--- config.mk ---
export PLATFORM = sky130hd
export DESIGN_NAME = multi_token_bucket_limiter_unit
export DESIGN_NICKNAME = d
export VERILOG_FILES = /design/src/sv/mtb_pkg.sv /design/src/sv/mtb_ram.sv /design/src/sv/multi_token_bucket_limiter_unit.sv
export SDC_FILE = /design/constraint.sdc
export NUM_CORES = 1
export LEC_CHECK = 0
export ABC_CLOCK_PERIOD_IN_PS = 10800
export BUFFER_PORTS_ARGS = -buffer_cell sky130_fd_sc_hd__buf_2
export CAP_MARGIN = 40
export CELL_PAD_IN_SITES_DETAIL_PLACEMENT = 1
export CELL_PAD_IN_SITES_GLOBAL_PLACEMENT = 1
export CORE_MARGIN = 2
export CORE_UTILIZATION = 40
export DETAILED_ROUTE_END_ITERATION = 6
export HOLD_SLACK_MARGIN = 0.08
export PLACE_DENSITY = 0.68
export SYNTH_ARGS = -nofsm -noshare
export SYNTH_HDL_FRONTEND = slang
export SYNTH_SLANG_ARGS = --single-unit
export TNS_END_PERCENT = 30
--- constraint.sdc ---
create_clock -name clock -period 10.8 [get_ports clock]
set_clock_uncertainty 0.2 [all_clocks]
set_input_delay 1.62 -clock clock [delete_from_list [all_inputs] [get_ports clock]]
set_output_delay 1.62 -clock clock [all_outputs]
set_load 0.01 [all_outputs]
--- src/sv/mtb_pkg.sv ---
// ----------------------------------------------------------------------------
// mtb_pkg - shared types and codes of the multi token bucket limiter
// Request and response payload layouts, bucket entry layout, operation and
// status codes, and the default table size.
// ----------------------------------------------------------------------------
package mtb_pkg;

   // default number of buckets in the table
   localparam int NUM_BUCKETS_DEF = 16;

   // request codes
   localparam logic [2:0] REQ_TICK     = 3'd0;
   localparam logic [2:0] REQ_ALLOCATE = 3'd1;
   localparam logic [2:0] REQ_FETCH    = 3'd2;
   localparam logic [2:0] REQ_RETURN   = 3'd3;
   localparam logic [2:0] REQ_RELEASE  = 3'd4;

   // response status codes
   localparam logic [1:0] ST_OK      = 2'd0;
   localparam logic [1:0] ST_NO_SLOT = 2'd1;
   localparam logic [1:0] ST_BAD_ID  = 2'd2;
   localparam logic [1:0] ST_EMPTY   = 2'd3;

   typedef struct packed {
      logic [2:0]  req_type;
      logic [3:0]  bucket_id;
      logic [15:0] amount;
      logic [15:0] fill_rate;
      logic [15:0] burst_limit;
   } req_payload_type;

   typedef struct packed {
      logic [1:0]  status;
      logic [3:0]  slot_index;
      logic [15:0] granted;
   } rsp_payload_type;

   // one table entry as stored in the bucket RAM
   typedef struct packed {
      logic        live;
      logic [15:0] rate;
      logic [15:0] cap;
      logic [15:0] level;
   } entry_type;

endpackage

--- src/sv/mtb_ram.sv ---
// ----------------------------------------------------------------------------
// mtb_ram - generic single write, single read RAM
// One write port and one read port, read data registered.
// ----------------------------------------------------------------------------
module mtb_ram #(
   parameter int WIDTH = 8,
   parameter int DEPTH = 16,
   localparam int ADDR_W = (DEPTH > 1) ? $clog2(DEPTH) : 1
) (
   input  logic              clock,
   input  logic              wr_en,
   input  logic [ADDR_W-1:0] wr_addr,
   input  logic [WIDTH-1:0]  wr_data,
   input  logic [ADDR_W-1:0] rd_addr,
   output logic [WIDTH-1:0]  rd_data
);

   logic [WIDTH-1:0] mem_ff [DEPTH];
   logic [WIDTH-1:0] rd_data_ff;

   // write port
   always_ff @(posedge clock) begin
      if (wr_en) begin
         mem_ff[wr_addr] <= wr_data;
      end
   end

   // registered read port
   always_ff @(posedge clock) begin
      rd_data_ff <= mem_ff[rd_addr];
   end

   assign rd_data = rd_data_ff;

endmodule

--- src/sv/multi_token_bucket_limiter_unit.sv ---
// ----------------------------------------------------------------------------
// multi_token_bucket_limiter_unit - table of token buckets
// Fetch, return and release: one read-modify-write of the addressed bucket.
// Allocate scans from slot 0 and takes the first free slot, or reports no slot
// after the last; tick updates every live bucket. The result waits in a hold
// register until the output register is free; then the next request is taken.
// Reset: synchronous; a clearing pass frees every slot.
// ----------------------------------------------------------------------------
module multi_token_bucket_limiter_unit #(
   parameter int NUM_BUCKETS = mtb_pkg::NUM_BUCKETS_DEF
) (
   input  logic                     clock,
   input  logic                     reset,
   input  logic                     req_valid,
   output logic                     req_ready,
   input  mtb_pkg::req_payload_type req_payload,
   output logic                     rsp_valid,
   input  logic                     rsp_ready,
   output mtb_pkg::rsp_payload_type rsp_payload
);

   localparam int ADDR_W = (NUM_BUCKETS > 1) ? $clog2(NUM_BUCKETS) : 1;
   localparam int IDX_W  = ADDR_W + 4;
   localparam int ENT_W  = $bits(mtb_pkg::entry_type);
   localparam logic [ADDR_W-1:0] LAST_ADDR = ADDR_W'(NUM_BUCKETS - 1);

   typedef enum logic [4:0] {
      ST_CLEAR = 5'b00001,
      ST_IDLE  = 5'b00010,
      ST_EXEC  = 5'b00100,
      ST_SCAN  = 5'b01000,
      ST_HOLD  = 5'b10000
   } state_type;

   state_type                 state_ff, state_in;
   logic [ADDR_W-1:0]         scan_ff, scan_in;
   mtb_pkg::req_payload_type  req_ff, req_in;
   logic                      rsp_valid_ff, rsp_valid_in;
   mtb_pkg::rsp_payload_type  rsp_ff, rsp_in;
   mtb_pkg::rsp_payload_type  hold_ff, hold_in;

   logic                      wr_en;
   logic [ADDR_W-1:0]         wr_addr;
   mtb_pkg::entry_type        wr_ent;
   logic [ADDR_W-1:0]         rd_addr;
   logic [ENT_W-1:0]          rd_data;
   mtb_pkg::entry_type        ent;

   logic                      done;
   mtb_pkg::rsp_payload_type  res;

   logic                      sub_mode;
   logic [16:0]               op_a, op_b, sum;
   logic                      over_cap;
   logic [15:0]               clamped;
   logic                      id_ok;
   logic                      last;
   logic [ADDR_W-1:0]         scan_next;
   logic [IDX_W-1:0]          slot_wide;

   // bucket id to RAM address, zero-extended or truncated to the table size
   function automatic logic [ADDR_W-1:0] id_to_addr(input logic [3:0] id);
      logic [IDX_W-1:0] wide;
      wide = IDX_W'(id);
      return wide[ADDR_W-1:0];
   endfunction

   mtb_ram #(
      .WIDTH (ENT_W),
      .DEPTH (NUM_BUCKETS)
   ) u_ram (
      .clock   (clock),
      .wr_en   (wr_en),
      .wr_addr (wr_addr),
      .wr_data (wr_ent),
      .rd_addr (rd_addr),
      .rd_data (rd_data)
   );

   assign ent       = mtb_pkg::entry_type'(rd_data);
   assign last      = (scan_ff == LAST_ADDR);
   assign scan_next = last ? '0 : scan_ff + 1'b1;
   assign slot_wide = IDX_W'(scan_ff);
   assign id_ok     = (32'(req_ff.bucket_id) < NUM_BUCKETS) && ent.live;

   // shared add/subtract unit with clamp against the burst cap
   always_comb begin
      sub_mode = (req_ff.req_type == mtb_pkg::REQ_FETCH);
      op_a     = {1'b0, ent.level};
      if (req_ff.req_type == mtb_pkg::REQ_TICK) begin
         op_b = {1'b0, ent.rate};
      end else begin
         op_b = {1'b0, req_ff.amount};
      end
      sum      = op_a + (sub_mode ? ~op_b : op_b) + 17'(sub_mode);
      over_cap = (sum > {1'b0, ent.cap});
      clamped  = over_cap ? ent.cap : sum[15:0];
   end

   // sequencer
   always_comb begin
      state_in     = state_ff;
      scan_in      = scan_ff;
      req_in       = req_ff;
      hold_in      = hold_ff;
      rsp_in       = rsp_ff;
      rsp_valid_in = rsp_valid_ff && !rsp_ready;
      wr_en        = 1'b0;
      wr_addr      = scan_ff;
      wr_ent       = ent;
      rd_addr      = scan_next;
      req_ready    = 1'b0;
      done         = 1'b0;
      res          = '0;

      case (state_ff)
         ST_CLEAR: begin
            wr_en   = 1'b1;
            wr_ent  = '0;
            scan_in = scan_next;
            if (last) begin
               state_in = ST_IDLE;
            end
         end
         ST_IDLE: begin
            req_ready = 1'b1;
            if (req_payload.req_type inside {mtb_pkg::REQ_TICK, mtb_pkg::REQ_ALLOCATE}) begin
               rd_addr = '0;
            end else begin
               rd_addr = id_to_addr(req_payload.bucket_id);
            end
            if (req_valid) begin
               req_in  = req_payload;
               scan_in = '0;
               if (req_payload.req_type inside
                   {mtb_pkg::REQ_TICK, mtb_pkg::REQ_ALLOCATE}) begin
                  state_in = ST_SCAN;
               end else begin
                  state_in = ST_EXEC;
               end
            end
         end
         ST_EXEC: begin
            // single-entry read-modify-write on the addressed bucket
            done    = 1'b1;
            wr_addr = id_to_addr(req_ff.bucket_id);
            case (req_ff.req_type)
               mtb_pkg::REQ_FETCH: begin
                  if (!id_ok) begin
                     res.status = mtb_pkg::ST_BAD_ID;
                  end else if (ent.level == '0) begin
                     res.status = mtb_pkg::ST_EMPTY;
                  end else begin
                     wr_en = 1'b1;
                     if (sum[16]) begin
                        res.granted  = ent.level;
                        wr_ent.level = '0;
                     end else begin
                        res.granted  = req_ff.amount;
                        wr_ent.level = sum[15:0];
                     end
                  end
               end
               mtb_pkg::REQ_RETURN: begin
                  if (!id_ok) begin
                     res.status = mtb_pkg::ST_BAD_ID;
                  end else begin
                     wr_en        = 1'b1;
                     wr_ent.level = clamped;
                  end
               end
               mtb_pkg::REQ_RELEASE: begin
                  if (!id_ok) begin
                     res.status = mtb_pkg::ST_BAD_ID;
                  end else begin
                     wr_en       = 1'b1;
                     wr_ent.live = 1'b0;
                  end
               end
               default: begin
                  res.status = mtb_pkg::ST_OK;
               end
            endcase
         end
         ST_SCAN: begin
            // one bucket per cycle; the next entry is read meanwhile
            scan_in = scan_next;
            if (req_ff.req_type == mtb_pkg::REQ_TICK) begin
               if (ent.live) begin
                  wr_en        = 1'b1;
                  wr_ent.level = clamped;
               end
               done = last;
            end else begin
               if (!ent.live) begin
                  wr_en          = 1'b1;
                  wr_ent.live    = 1'b1;
                  wr_ent.rate    = req_ff.fill_rate;
                  wr_ent.cap     = req_ff.burst_limit;
                  wr_ent.level   = '0;
                  done           = 1'b1;
                  res.slot_index = slot_wide[3:0];
               end else if (last) begin
                  done       = 1'b1;
                  res.status = mtb_pkg::ST_NO_SLOT;
               end
            end
         end
         ST_HOLD: begin
            if (!rsp_valid_ff || rsp_ready) begin
               rsp_in       = hold_ff;
               rsp_valid_in = 1'b1;
               state_in     = ST_IDLE;
            end
         end
         default: begin
            state_in = ST_IDLE;
         end
      endcase

      // deliver the result, or park it until the output register frees up
      if (done) begin
         if (!rsp_valid_ff || rsp_ready) begin
            rsp_in       = res;
            rsp_valid_in = 1'b1;
            state_in     = ST_IDLE;
         end else begin
            hold_in  = res;
            state_in = ST_HOLD;
         end
      end
   end

   // control state
   always_ff @(posedge clock) begin
      if (reset) begin
         state_ff     <= ST_CLEAR;
         scan_ff      <= '0;
         rsp_valid_ff <= 1'b0;
      end else begin
         state_ff     <= state_in;
         scan_ff      <= scan_in;
         rsp_valid_ff <= rsp_valid_in;
      end
   end

   // payload registers
   always_ff @(posedge clock) begin
      req_ff  <= req_in;
      rsp_ff  <= rsp_in;
      hold_ff <= hold_in;
   end

   assign rsp_valid   = rsp_valid_ff;
   assign rsp_payload = rsp_ff;

endmodule

==> results.py, run 1 <==
metrics = {
    "outcome": {
        "status": "complete, no violations",
    },
    "sta": {
        "hold_violations": 0,
        "setup_tns_ns": 0,
        "maxSlewViolCount": 0,
        "period_needed_ns": 6.76,
        "relSlewSlack": 0.198,
        "rsz0062_at_grt": "no",
        "worst_pin_slew_ns": 1.20,
        "setup_viol": 0,
        "hold_slack_ns": 0.303,
        "fin_crit_sh": 0.626,
        "max_freq_mhz": 148,
    },
    "critical_path": {
        "required_ns": 10.92,
        "r2r_setup_slack_ns": 4.04,
        "path_class": "register to register",
        "r2r_cells": 20,
        "r2r_start": "req_ff[52]",
        "reg2reg_to": "u_ram.mem_ff[13][1]",
        "startpoint_type": "register",
        "worstPathMaxFanout": 20,
        "cp-endpoint": "u_ram.mem_ff[13][1]",
        "endpoint_kind": "register",
        "arrival_ns": 6.88,
        "startpoint": "req_ff[52]",
    },
    "cts": {
        "cts_tree": "done",
        "clk_pin_slew_ns": 0.06,
        "cts_setup_buffers": 0,
        "cts_buffers": 98,
        "clock-sinks": 942,
        "clock_latency_ns": 0.68,
        "cts_hold_buffers": 0,
        "cts-root-buf": "clkbuf_16",
        "clockBufferDepth": 3,
        "cts-resized-gates": 0,
        "h-tree-depth": 3,
    },
    "yosys": {
        "yosysMostFrequentCell": "edfxtp_1",
        "synth_edf_count": 861,
        "ys_warn_count": 0,
        "yosysSeqAreaShare": 0.711,
        "syn-instance-count": 2702,
        "synth.top_cells.by_area": "edfxtp_1 (67%), a211oi_1 (6.7%), dfxtp_1 (4.2%)",
        "synth_area_um2": 38700,
        "synth_flop_cell": "edfxtp_1",
        "syn_area_per_cell_um2": 14.3,
        "synth_nets": 2797,
        "yosys.area.top_type": "edfxtp_1",
        "synthArstFlopShare": 0,
        "synth_commonest_cells": "edfxtp_1 (861), a211oi_1 (346), nand2_1 (245)",
        "synth_top_area_share": 0.669,
        "synth_cell_types": 71,
        "ys_ff_latch": 942,
    },
    "global_routing": {
        "grt_max_degree": 219,
        "grt_overflow": 0,
        "grt_pass1_vias": 24400,
        "grt_pass1_wl_um": 158000,
        "antenna_found_initial": 4,
        "grt_use_total": 0.213,
    },
    "power_and_ir_drop": {
        "p_per_area_nw_per_um2": 261,
        "pwr-share-comb": 0.297,
        "p_clk_frac": 0.283,
        "switchingPower_uw": 3960,
        "swShare": 0.345,
        "seqPwrFrac": 0.420,
        "ir_drop_mv": 0.225,
        "power.internal_uw": 7520,
        "p_leak_uw": 0.0148,
    },
    "detailed_routing": {
        "wl_per_cell_um": 25.8,
        "vias": 23700,
        "ant_nets": 0,
        "drcViolationCount": 0,
        "firstDrtPassIters": 5,
        "wl_um": 107000,
        "viasPerCell": 5.75,
        "first_iter_violations": 2016,
    },
    "cells_and_area": {
        "fin_nets": 2864,
        "n_antenna_cell": 0,
        "multi_input_area_um2": 10500,
        "area.growth.synth_to_final_pct": 13.7,
        "layout-drive-gt1-share": 0.118,
        "regArea_um2": 27500,
        "fillCellCount": 9480,
    },
    "place": {
        "place.gp.congestion": 0.880,
        "port-buffer-count": 82,
        "dp_hpwl_um": 61700,
    },
    "floorplanning": {
        "core_area_um2": 96300,
        "die_h_um": 315,
        "die_w_um": 315,
        "rows": 114,
        "start_util": 0.402,
        "io_pins": 83,
        "design.die.area_um2": 99200,
    },
    "min_path": {
        "hold_path.class": "register to register",
    },
    "run": {
        "cap_violations": 0,
    },
}
==> area by class of cell <==
cell class / instances / area share
Clock inverter: 43 / 0.00911
Multi-Input combinational cell: 1548 / 0.239
Inverter: 32 / 0.00273
Timing Repair Buffer: 147 / 0.0268
Sequential cell: 942 / 0.625
Clock buffer: 138 / 0.0610
Tap cell: 1276 / 0.0363
==> kinds of logic (layout without fill, tap and decap cells) <==
group                      after synthesis  count (layout)  share of synthesized area
AOI/OAI and AO/OA                      712             712                      0.128
adders and majority gates               36              36                     0.0118
and+or+nand+nor                        610             610                     0.0780
buffers and inverters                  212             360                     0.0227
muxes                                  160             160                     0.0420
DFF                                    942             942                      0.711
xor gates and xnor gates                30              30                    0.00680
==> critical path, cell delays in order, from the launching register on <==
cell and delay [ns]:
edfxtp_1 0.60, nor3_2 0.34, buf_4 0.39, mux2i_1 0.27
xnor2_1 0.10, ha_1 0.39, o211a_1 0.28, and2_1 0.16
a221oi_1 0.24, o21ai_0 0.27, and3_1 0.25, a211oi_1 0.25
xnor2_1 0.14, ha_1 0.38, nand3_1 0.13, nor4_1 0.38
o31a_1 0.19, o21ai_0 0.14, and3_4 0.28, a31o_1 0.38
a221o_1 0.63
==> flip-flops by register name, summed over array words and instances (netlist names) <==
name / count
req_ff: 55
scan_ff: 4
u_ram.rd_data: 49
rsp_payload: 22
state_ff: 5
rsp_valid: 1
hold_ff: 22
u_ram.mem_ff: 784
==> power groups by stage <==
stage / clock network [uW] / registers (uW) / logic (uW)
5_1_grt: 3420 / 4840 / 3760
6_report: 3250 / 4820 / 3410
2_1_floorplan: 0 / 4710 / 2470
3_3_place_gp: 0 / 4870 / 3200
4_1_cts: 3310 / 4820 / 3400
3_5_place_dp: 0 / 4890 / 3370
==> per-layer routing <==
| metal | wire [um] | global-route usage | vias to the layer above | share of wire |
|---|---|---|---|---|
| met5 | 25 | 0 | - | 0.00023 |
| met3 | 4960 | 0.0260 | 185 | 0.047 |
| met1 | 48200 | 0.296 | 12300 | 0.45 |
| met2 | 50800 | 0.352 | 641 | 0.48 |
| met4 | 2720 | 0.0611 | 4 | 0.025 |
| li1 | - | - | 10600 | - |
==> cells in the final DEF (no fill, tap or decap), types with 35 or more instances in the layout <==
cell	instances
edfxtp_1	861
dfxtp_1	81
a211oi_1	346
nor2_1	55
a21oi_1	132
clkbuf_16	98
buf_4	46
a31oi_1	102
nand2_1	244
nor2b_1	210
ha_1	35
buf_2	83
mux2i_1	143
==> per-stage QoR <==
stage	setup WS (ns)	std cells	total power [uW]	instance area, um^2	utilization
final	4.04	4126	11500	44000	0.457
after global routing	3.59	4126	12000	44000	0.457
after CTS	4.06	4125	11500	43900	0.456
after detailed placement	4.08	3944	8260	40900	0.424
after global placement	3.77	3920	8070	40500	0.420
after floorplan	4.32	2702	7180	38700	-
==> worst min path at each step <==
stage / cells past startpoint / slack (ns) / end / startpoint
6_report: 1 / 0.30 / rsp_payload[20] / hold_ff[20]
3_3_place_gp: 1 / 0.26 / rsp_payload[20] / hold_ff[20]
4_1_cts: 1 / 0.31 / rsp_payload[20] / hold_ff[20]
2_1_floorplan: 1 / 0.25 / rsp_payload[20] / hold_ff[20]
5_1_grt: 1 / 0.31 / rsp_payload[20] / hold_ff[20]
3_5_place_dp: 1 / 0.28 / rsp_payload[20] / hold_ff[20]
Note: power is estimated with default switching activity, not from simulation.
==> run 2, diff against run 1 <==
--- a/config.mk
+++ b/config.mk
@@ -5,7 +5,8 @@
 export SDC_FILE = /design/constraint.sdc
 export NUM_CORES = 1
 export LEC_CHECK = 0
-export ABC_CLOCK_PERIOD_IN_PS = 10800
+export ABC_AREA = 1
+export ABC_CLOCK_PERIOD_IN_PS = 6800
 export BUFFER_PORTS_ARGS = -buffer_cell sky130_fd_sc_hd__buf_2
 export CAP_MARGIN = 40
 export CELL_PAD_IN_SITES_DETAIL_PLACEMENT = 1
@@ -14,7 +15,7 @@
 export CORE_UTILIZATION = 40
 export DETAILED_ROUTE_END_ITERATION = 6
 export HOLD_SLACK_MARGIN = 0.08
-export PLACE_DENSITY = 0.68
+export PLACE_DENSITY = 0.7
 export SYNTH_ARGS = -nofsm -noshare
 export SYNTH_HDL_FRONTEND = slang
 export SYNTH_SLANG_ARGS = --single-unit
==> constraint.sdc (replaced) <==
create_clock -name clock -period 6.8 [get_ports clock]
set_clock_uncertainty 0.2 [all_clocks]
set_input_delay 1.02 -clock clock [delete_from_list [all_inputs] [get_ports clock]]
set_output_delay 1.02 -clock clock [all_outputs]
set_load 0.01 [all_outputs]
==> results.py, run 2 <==
metrics = {
    "yosys": {
        "synth_flop_cell": "edfxtp_1",
        "synth_commonest_cells": "edfxtp_1 (861), nor2_1 (691), o21ai_0 (557)",
        "ys_warn_count": 0,
        "synthArstFlopShare": 0,
        "yosysMostFrequentCell": "edfxtp_1",
        "synth_nets": 3489,
        "syn_area_per_cell_um2": 11.5,
        "synth_top_area_share": 0.660,
        "yosys.area.top_type": "edfxtp_1",
        "yosysSeqAreaShare": 0.701,
        "ys_ff_latch": 942,
        "syn-instance-count": 3394,
        "synth_edf_count": 861,
        "synth.top_cells.by_area": "edfxtp_1 (66%), o21ai_0 (7.1%), nor2_1 (6.6%)",
        "synth_cell_types": 48,
        "synth_area_um2": 39200,
    },
    "cts": {
        "cts_buffers": 98,
        "h-tree-depth": 3,
        "cts_tree": "done",
        "cts_setup_buffers": 0,
        "clock-sinks": 942,
        "cts_hold_buffers": 0,
        "clockBufferDepth": 3,
        "cts-root-buf": "clkbuf_16",
        "cts-resized-gates": 0,
        "clk_pin_slew_ns": 0.06,
        "clock_latency_ns": 0.68,
    },
    "critical_path": {
        "r2r_setup_slack_ns": 0.78,
        "path_class": "register to register",
        "startpoint_type": "register",
        "required_ns": 6.81,
        "endpoint_kind": "register",
        "worstPathMaxFanout": 49,
        "arrival_ns": 6.03,
    },
    "floorplanning": {
        "design.die.area_um2": 100000,
        "die_h_um": 317,
        "core_area_um2": 96900,
        "io_pins": 83,
        "die_w_um": 317,
        "start_util": 0.405,
        "rows": 114,
    },
    "global_routing": {
        "met1_usage": 0.326,
        "grt_max_degree": 206,
        "grt_pass1_wl_um": 178000,
        "grtUsageMet2": 0.391,
        "grt_pass1_vias": 27800,
        "grt.busiest_layer": "met2",
        "grt_overflow": 0,
        "antenna_found_initial": 6,
        "grt_use_total": 0.238,
        "gr-usage-met3": 0.0327,
    },
    "cells_and_area": {
        "largest_reg_flops": 784,
        "final_cell_mix": "edfxtp_1 (861), nor2_1 (683), o21ai_0 (556)",
        "regMostFlops": "u_ram.mem_ff",
        "area.growth.synth_to_final_pct": 13.8,
        "fin_nets": 3563,
        "utilization": 0.461,
        "stdcell_count": 4829,
        "final_common_cell": "edfxtp_1",
        "layout-drive-gt1-share": 0.106,
    },
    "place": {
        "port-buffer-count": 82,
        "dp_slack_ns": 0.875,
        "place.gp.congestion": 0.923,
        "dpl.cell_count": 4643,
        "dp_hpwl_um": 70000,
    },
    "sta": {
        "period_needed_ns": 6.02,
        "worst_slack_ns": 0.785,
        "maxSlewViolCount": 0,
        "hold_violations": 0,
        "setup_viol": 0,
        "max_freq_mhz": 166,
        "rsz0062_at_grt": "no",
        "setup_tns_ns": 0,
        "worst_pin_slew_ns": 1.12,
        "fin_crit_sh": 0.885,
        "relSlewSlack": 0.252,
    },
    "power_and_ir_drop": {
        "ir_drop_mv": 0.310,
        "p_leak_uw": 0.0158,
        "p_per_area_nw_per_um2": 401,
    },
    "detailed_routing": {
        "drcViolationCount": 0,
        "viasPerCell": 5.70,
        "ant_nets": 0,
        "wl_per_cell_um": 24.9,
        "vias": 27500,
        "first_iter_violations": 2537,
        "firstDrtPassIters": 7,
        "wl_um": 120000,
    },
    "outcome": {
        "status": "complete, no violations",
    },
    "min_path": {
        "hold_path.class": "register to register",
    },
    "run": {
        "cap_violations": 0,
    },
}
## run 2: path summary, 6_finish.rpt
| kind | to | cells after the start | start |
|---|---|---|---|
| max | u_ram.mem_ff[2][4] | 26 | req_ff[54] |
| min | scan_ff[3] | 2 | scan_ff[3] |
| max reg2reg | u_ram.mem_ff[2][4] | 26 | req_ff[54] |
| min reg2reg | scan_ff[3] | 2 | scan_ff[3] |
## run 2: per-stage QoR
stage | hold WS (ns) | power [uW] | cell area (um^2)
floorplan | 0.249 | 10700 | 39200
global placement | 0.254 | 12400 | 41200
detailed placement | 0.290 | 12600 | 41400
CTS | 0.271 | 17900 | 44600
global route | 0.284 | 18700 | 44600
finish | 0.301 | 17900 | 44600
## run 2: logic make-up after synthesis
family | Yosys count | share of synthesized area
and+or+nand+nor | 1182 | 0.121
DFF | 942 | 0.701
AOI/OAI and AO/OA | 863 | 0.124
buffers and inverters | 343 | 0.0357
adders and majority gates | 36 | 0.0117
xor gates and xnor gates | 24 | 0.00536
muxes | 4 | 0.00115
## run 2: area by class of cell
class | count | area [um^2]
clock buffers | 133 | 2730
well taps | 1276 | 1600
fillers | 10100 | 52200
inverters | 140 | 546
clock inverters | 50 | 470
multi-input cells | 2109 | 10400
diodes | 2 | 5.00
flip-flops and latches | 942 | 27500
repair buffers | 177 | 1410
## run 2: layer usage
layer	vias up	part of all wire	wire [um]
met4	2	0.032	3890
met5	-	0.000067	8
met3	212	0.058	6940
met1	14100	0.44	52400
met2	900	0.47	56800
li1	12300	-	-
## run 2: power by group
group | internal, uW | switching, uW | total [uW]
sequential | 7140 | 279 | 7420
combinational | 1390 | 3750 | 5150
clock | 3080 | 2250 | 5330
total | 11600 | 6290 | 17900
## run 2: critical path, cell delays in order, from the launching register on
cell	delay [ns]
edfxtp_1	0.44
inv_1	0.09
nand2_1	0.07
buf_4	0.43
nand2_1	0.18
nand3_1	0.19
nand2_1	0.10
fa_1	0.45
o21ai_1	0.29
a21oi_1	0.19
o21ai_0	0.23
xor2_1	0.37
ha_1	0.33
a21oi_1	0.15
nor2_1	0.06
a211oi_1	0.21
nand2_1	0.10
nand2_1	0.06
nand2_1	0.05
nand2_1	0.09
nand2_2	0.29
nand2_1	0.15
nand3_1	0.10
nand3_1	0.10
nand3_1	0.07
nand2_1	0.07
nand3_1	0.46
